`src/sv/iqfd_pkg.sv`:
```
package iqfd_pkg;

   localparam int WORD_W          = 64;
   localparam int CHAN_W          = 4;
   localparam int CHAN_BYTE_W     = 8;
   localparam int LIMIT_W         = 5;
   localparam int MAX_CHANNELS    = 16;
   localparam int FRAME_WORDS_DEF = 64;

   // Fixed layout of a frame.
   localparam int STAMP_WORD    = 1;
   localparam int CHANNEL_WORD  = 2;
   localparam int PAYLOAD_FIRST = 4;
   localparam int TRAILER_WORDS = 4;

   localparam logic [LIMIT_W-1:0] LIMIT_RESET = LIMIT_W'(16);

   typedef logic [WORD_W-1:0] word_type;
   typedef logic [CHAN_W-1:0] chan_type;

   // Lookup and update of one channel entry, issued on the channel word.
   typedef struct packed {
      logic     wr;
      chan_type idx;
      word_type stamp;
   } table_req_type;

endpackage

```
`src/sv/iqfd_chan_table.sv`:
```
module iqfd_chan_table
   import iqfd_pkg::*;
(
   input  logic          clock,
   input  logic          reset,
   input  table_req_type req,
   output logic          new_segment
);

   word_type                  stamp_ff [MAX_CHANNELS];
   logic [MAX_CHANNELS-1:0]   seen_ff;

   // A channel starts a new segment if it was never seen or its stamp moved.
   assign new_segment = !seen_ff[req.idx] || (stamp_ff[req.idx] != req.stamp);

   always_ff @(posedge clock) begin
      if (reset) begin
         seen_ff <= '0;
      end else if (req.wr) begin
         seen_ff[req.idx] <= 1'b1;
      end
   end

   always_ff @(posedge clock) begin
      if (req.wr) begin
         stamp_ff[req.idx] <= req.stamp;
      end
   end

endmodule

```
`src/sv/iq_frame_channel_demux.sv`:
```
// Splits a raw stream of 64-bit words into frames of FRAME_WORDS words and
// emits payload words (frame words 4 through FRAME_WORDS-5) tagged with the
// frame's channel, taken from the low byte of word 2; word 1 is the frame
// timestamp. The first payload word of a frame flags segment_start when its
// channel is new or its timestamp changed. A frame whose channel is at or
// above channel_limit (capped at 16) yields one bad_channel response on its
// channel word and no payload. The block accepts one request per clock while
// req_ready is high, and any response appears from the output register in the
// cycle after acceptance; req_ready drops only while that register holds a response not yet taken.
module iq_frame_channel_demux
   import iqfd_pkg::*;
#(
   parameter int FRAME_WORDS = FRAME_WORDS_DEF
) (
   input  logic               clock,
   input  logic               reset,

   input  logic               req_valid,
   output logic               req_ready,
   input  logic [WORD_W-1:0]  req_raw_word,

   output logic               rsp_valid,
   input  logic               rsp_ready,
   output logic [CHAN_W-1:0]  rsp_out_channel,
   output logic [WORD_W-1:0]  rsp_payload_word,
   output logic               rsp_segment_start,
   output logic               rsp_frame_last,
   output logic               rsp_bad_channel,

   input  logic               csr_valid,
   output logic               csr_ready,
   input  logic [LIMIT_W-1:0] csr_channel_limit
);

   localparam int POS_W        = $clog2(FRAME_WORDS);
   localparam int LAST_PAYLOAD = FRAME_WORDS - TRAILER_WORDS - 1;

   logic [POS_W-1:0]   pos_ff, pos_in;
   word_type           frame_stamp_ff, frame_stamp_in;
   chan_type           frame_channel_ff, frame_channel_in;
   logic               frame_accepted_ff, frame_accepted_in;
   logic               frame_new_seg_ff, frame_new_seg_in;
   logic [LIMIT_W-1:0] limit_ff;

   logic               rsp_valid_ff, rsp_valid_in;
   chan_type           rsp_channel_ff, rsp_channel_in;
   word_type           rsp_word_ff, rsp_word_in;
   logic               rsp_seg_ff, rsp_seg_in;
   logic               rsp_last_ff, rsp_last_in;
   logic               rsp_bad_ff, rsp_bad_in;

   logic               take;
   logic               emit;
   logic               chan_ok;
   logic               table_new_seg;
   logic [CHAN_BYTE_W-1:0] chan_byte;
   table_req_type      table_req;

   assign req_ready = !rsp_valid_ff || rsp_ready;
   assign take      = req_valid && req_ready;
   assign csr_ready = 1'b1;

   assign chan_byte = req_raw_word[CHAN_BYTE_W-1:0];
   assign chan_ok   = ({1'b0, chan_byte} < (CHAN_BYTE_W+1)'(limit_ff))
                   && ({1'b0, chan_byte} < (CHAN_BYTE_W+1)'(MAX_CHANNELS));

   assign table_req.wr    = take && (pos_ff == POS_W'(CHANNEL_WORD)) && chan_ok;
   assign table_req.idx   = chan_byte[CHAN_W-1:0];
   assign table_req.stamp = frame_stamp_ff;

   iqfd_chan_table u_chan_table (
      .clock       (clock),
      .reset       (reset),
      .req         (table_req),
      .new_segment (table_new_seg)
   );

   always_comb begin
      pos_in            = pos_ff;
      frame_stamp_in    = frame_stamp_ff;
      frame_channel_in  = frame_channel_ff;
      frame_accepted_in = frame_accepted_ff;
      frame_new_seg_in  = frame_new_seg_ff;
      emit              = 1'b0;
      rsp_channel_in    = '0;
      rsp_word_in       = '0;
      rsp_seg_in        = 1'b0;
      rsp_last_in       = 1'b0;
      rsp_bad_in        = 1'b0;

      if (take) begin
         if (pos_ff == POS_W'(FRAME_WORDS - 1)) begin
            pos_in = '0;
         end else begin
            pos_in = pos_ff + POS_W'(1);
         end

         priority if (pos_ff == '0) begin
            frame_accepted_in = 1'b0;
            frame_new_seg_in  = 1'b0;
         end else if (pos_ff == POS_W'(STAMP_WORD)) begin
            frame_stamp_in = req_raw_word;
         end else if (pos_ff == POS_W'(CHANNEL_WORD)) begin
            if (chan_ok) begin
               frame_accepted_in = 1'b1;
               frame_channel_in  = chan_byte[CHAN_W-1:0];
               frame_new_seg_in  = table_new_seg;
            end else begin
               frame_accepted_in = 1'b0;
               frame_new_seg_in  = 1'b0;
               emit              = 1'b1;
               rsp_bad_in        = 1'b1;
            end
         end else if ((pos_ff >= POS_W'(PAYLOAD_FIRST))
                   && ({1'b0, pos_ff} <= (POS_W+1)'(LAST_PAYLOAD))
                   && frame_accepted_ff) begin
            emit           = 1'b1;
            rsp_channel_in = frame_channel_ff;
            rsp_word_in    = req_raw_word;
            rsp_seg_in     = (pos_ff == POS_W'(PAYLOAD_FIRST)) && frame_new_seg_ff;
            rsp_last_in    = ({1'b0, pos_ff} == (POS_W+1)'(LAST_PAYLOAD));
         end else begin
            emit = 1'b0;
         end
      end

      if (take) begin
         rsp_valid_in = emit;
      end else if (rsp_ready) begin
         rsp_valid_in = 1'b0;
      end else begin
         rsp_valid_in = rsp_valid_ff;
      end
   end

   always_ff @(posedge clock) begin
      if (reset) begin
         pos_ff            <= '0;
         frame_stamp_ff    <= '0;
         frame_channel_ff  <= '0;
         frame_accepted_ff <= 1'b0;
         frame_new_seg_ff  <= 1'b0;
         limit_ff          <= LIMIT_RESET;
         rsp_valid_ff      <= 1'b0;
      end else begin
         pos_ff            <= pos_in;
         frame_stamp_ff    <= frame_stamp_in;
         frame_channel_ff  <= frame_channel_in;
         frame_accepted_ff <= frame_accepted_in;
         frame_new_seg_ff  <= frame_new_seg_in;
         rsp_valid_ff      <= rsp_valid_in;
         if (csr_valid) begin
            limit_ff <= csr_channel_limit;
         end
      end
   end

   always_ff @(posedge clock) begin
      if (take && emit) begin
         rsp_channel_ff <= rsp_channel_in;
         rsp_word_ff    <= rsp_word_in;
         rsp_seg_ff     <= rsp_seg_in;
         rsp_last_ff    <= rsp_last_in;
         rsp_bad_ff     <= rsp_bad_in;
      end
   end

   assign rsp_valid         = rsp_valid_ff;
   assign rsp_out_channel   = rsp_channel_ff;
   assign rsp_payload_word  = rsp_word_ff;
   assign rsp_segment_start = rsp_seg_ff;
   assign rsp_frame_last    = rsp_last_ff;
   assign rsp_bad_channel   = rsp_bad_ff;

endmodule

```
`config.mk`:
```
export PLATFORM = sky130hd
export DESIGN_NAME = iq_frame_channel_demux
export DESIGN_NICKNAME = d
export VERILOG_FILES = /design/src/sv/iqfd_pkg.sv /design/src/sv/iqfd_chan_table.sv /design/src/sv/iq_frame_channel_demux.sv
export SDC_FILE = /design/constraint.sdc
export NUM_CORES = 1
export LEC_CHECK = 0
export ABC_CLOCK_PERIOD_IN_PS = 18050
export BUFFER_PORTS_ARGS = -buffer_cell sky130_fd_sc_hd__buf_2
export CAP_MARGIN = 10
export CORE_ASPECT_RATIO = 1.25
export CORE_UTILIZATION = 55
export DETAILED_ROUTE_END_ITERATION = 8
export PLACE_DENSITY = 0.83
export SLEW_MARGIN = 30
export SYNTH_ARGS = -nofsm -noshare
export SYNTH_HDL_FRONTEND = slang
export SYNTH_SLANG_ARGS = --single-unit
```
`constraint.sdc`:
```
create_clock -name clock -period 18.05 [get_ports clock]
set_input_delay 3.61 -clock clock [delete_from_list [all_inputs] [get_ports clock]]
set_output_delay 3.61 -clock clock [all_outputs]
set_load 0.1 [all_outputs]
```
==> metrics.md <==
| Metric | Value |
|---|---|
| Met1 Track Usage GR | 34.8% |
| Dpl cell area | 0.0493 mm2 |
| Critical setup path kind | primary input to primary output |
| Power Density | approximately 100 mW/mm2 |
| Met3 GRT Util | under 10% |
| Port bufs | 146 |
| Number of buffers and inverters on the critical path | 2 |
| Most frequent cells in the layout | edfxtp_1 (1095), mux4_2 (202), nand2_1 (191) |
| Clk slew on worst S/H paths | 0.06 ns |
| Min-delay worst type | flip-flop to flip-flop |
| Critical-path top delay cell | buf_2 |
| Drt first-iter violations | 3837 |
| H-tree levels | 3 |
| F_max | 0.127 GHz |
| Drt drc | 0 |
| Vias | 27500 |
| Sequential cell area | between 0.03 and 0.04 mm2 |
| Footprint of the multi-input gates | 0.0115 mm2 |
| Unrepaired setup endpoints after global routing | false |
| # setup viols final | 0 |
| Worst Skew | 0.0298 ns |
| Antenna viol nets, final | 0 |
| Post-synthesis cell count | 2606 |
| Async set-or-reset flop fraction in the synthesized netlist | 0% |
| Number of buffers on the longest clock path | 3 |
| # rows | 119 |
| Largest net degree at the start of global routing | 72 |
| GRT overflow | 0 |
| Pleak | 15.6 nW |
| Period utilization | 43.6% |
| Worst path most repeated cell | buf_2 |
| CP Launch Point | rsp_ready |
| CP Capture Type | primary output |
| # resized after CTS | 0 |
| Initial Utilization | 55.8% |
| Status | finished clean |
| Nets | 2880 |
| Worst path max stage delay | about 0.44 ns |
| Most common cell after layout, fill and taps aside | edfxtp_1 |
| Final std cell area, no fill | roughly 0.053 mm2 |
| Crit Path Max Fanout | 3 |
| Hold Vio Cnt, Final | 0 |
| Startpoint types | primary input |
| Setup_tns | 0 ns |
| # hold bufs at CTS | 0 |
| Most used DFF post-synth | edfxtp_1 |
| Fill cells | 5273 |
| Met2 global-route usage | between 40% and 50% |
| Clock Latency Late Sink | 0.69 ns |
| CP arrival | 4.26 ns |
| Core area | ~0.085 mm2 |
| Post-synth EDFFs | 1095 |
| Cell family with most CP delay | buffers and inverters |
| DRT Pass-1 Iters | 8 |
| Min cycle time layout | around 8 ns |
| Peak supply drop | 0.111 mV |
| Most used routing layer | met2 |
| Sequential area share after synthesis | 73.7% |
| Worst endpoint required time | 14.44 ns |
| Layout cells sized above 1 | 22.0% |
| Initial antenna violation count | 3 |
| Total detailed-routing wirelength | 129000 um |
| Netlist Area Pre-Place | approximately 0.047 mm2 |
| Yosys synthesis warning count | 0 |
| Full die area | just under 0.09 mm2 |
| #FFs+latches synth | 1193 |
| Area grow syn2layout | 11.6% |
| Max_cap viols | 0 |
| Hold_sp | frame_stamp_ff[62]$_SDFFE_PP0P_ |
| Final Max Tran Viols | 0 |
| Slew headroom | a little over a quarter |
| Syn Nets | between 2000 and 3000 |
| Via/cell ratio | between 6 and 7 |
| DP Wirelength | about 74000 um |
| Synth unique cells | 71 |
| Post-Syn Area per Cell | 18.1 um2 |
| Io pins | 148 |
| RR Startpoint | limit_ff[1]$_SDFFE_PP0P_ |
| Total power | around 5.5 mW |
| Die X | around 260 um |
| Number of global-route vias before repair | 28000 |
| Clock root buffer | clkbuf_16 |
| First-pass GRT wire length | approximately 190000 um |
| Crit-path cells | buf_2 > nand2b_1 > buf_2 |
| CTS Buf Count | 99 |
| GRT Overall Usage | 29.8% |
| Die height | 330 um |
| Worst slew pin tran | 1.09 ns |
| Routed wire length per instance | 32.5 um |
| CTS Sinks | 1193 |
| Setup Buffers After CTS | 0 |
| Gpl congestion | 0.949 |
| CTS tree | built |
Yosys cell counts (7+ instances only):
cell / count / area [um2]
clkbuf_1: 45 / 169
edfxtp_1: 1095 / 32900
buf_1: 8 / 30.0
and3_1: 14 / 87.6
ha_1: 8 / 100
a31oi_1: 12 / 75.1
a211o_1: 7 / 61.3
xnor2_1: 27 / 236
a221oi_1: 9 / 78.8
nor2_1: 69 / 259
dfxtp_1: 98 / 1960
mux4_2: 202 / 4550
o21ai_0: 31 / 155
mux2i_1: 156 / 1560
o22ai_1: 24 / 150
mux2_2: 21 / 236
nor3_1: 18 / 90.1
a22oi_1: 50 / 375
inv_1: 41 / 154
nand3_1: 25 / 125
a2bb2oi_1: 8 / 70.1
xor2_1: 21 / 184
nand2_1: 192 / 721
nor2b_1: 8 / 50.1
and2_1: 79 / 494
buf_4: 32 / 240
nand4_1: 16 / 100
buf_2: 28 / 140
o221ai_1: 10 / 87.6
buf_6: 23 / 259
nor4_1: 18 / 113
nand2b_1: 14 / 87.6
a21oi_1: 102 / 510
area by class of cell:
type,count,area share [%]
Sequential cell,1193,66.0
Clock inverter,48,1.10
Clock buffer,140,5.37
Timing Repair Buffer,230,2.72
Multi-Input combinational cell,1232,21.9
Inverter,42,0.299
Tap cell,1089,2.58
Antenna cell,1,0.00474
through the flow:
step | cells | hold slack [ns] | worst slack (ns) | utilization, %
5_1_grt | 3975 | 0.498 | 10.14 | 62.3
4_1_cts | 3974 | 0.464 | 10.19 | 62.3
3_5_place_dp | 3786 | 0.455 | 9.78 | 58.2
2_1_floorplan | 2606 | 0.431 | 9.20 | -
6_report | 3975 | 0.462 | 10.18 | 62.3
3_3_place_gp | 3785 | 0.442 | 9.83 | 58.2
where the power goes:
group	leakage, nW	switching (mW)	internal [mW]
registers	9.11	0.0112	2.99
logic	4.85	0.137	0.0674
clock network	1.67	0.982	1.27
total	15.6	1.13	4.33
worst min-delay path: cells and delay by family, from the launching register on:
| kind | cells | cell delay, ns |
|---|---|---|
| compound gates | 1 | 0.05 |
| simple gates | 1 | 0.05 |
| flops | 1 | 0.31 |
cell families after synthesis:
group	Yosys count	share of synthesized area, %
XOR/XNOR	48	0.889
AND/OR/NAND/NOR	477	4.89
AO/OA/AOI/OAI	314	4.42
flip-flops	1193	73.7
other	1	0.00793
multiplexers	384	13.7
adder cells (fa/ha/maj)	8	0.212
buffers and inverters	181	2.18
layer usage:
layer / wire length, um / vias to the layer above
met3: 16500 / 585
met5: 31 / -
met2: 62000 / 2439
met1: 40100 / 13700
li1: - / 10800
met4: 10700 / 4
registers in the layout, indices dropped and copies added (netlist names):
| signal | count |
|---|---|
| rsp_payload_word | 64 |
| rsp_segment_start | 1 |
| rsp_bad_channel | 1 |
| u_chan_table.stamp_ff | 1024 |
| pos_ff | 6 |
| frame_accepted_ff | 1 |
| rsp_frame_last | 1 |
| u_chan_table.seen_ff | 16 |
| rsp_out_channel | 4 |
| frame_channel_ff | 4 |
| frame_stamp_ff | 64 |
| limit_ff | 5 |
| frame_new_seg_ff | 1 |
| rsp_valid | 1 |
worst paths after layout:
path	to	depth (start not counted)	slack (ns)
max	req_ready	3	10.18
min	frame_stamp_ff[62]$_SDFFE_PP0P_	2	0.46
max reg2reg	u_chan_table.stamp_ff[3][43]$_DFFE_PP_	9	13.71
min reg2reg	frame_stamp_ff[62]$_SDFFE_PP0P_	2	0.46
No activity file was read; power rests on OpenSTA's default activity.
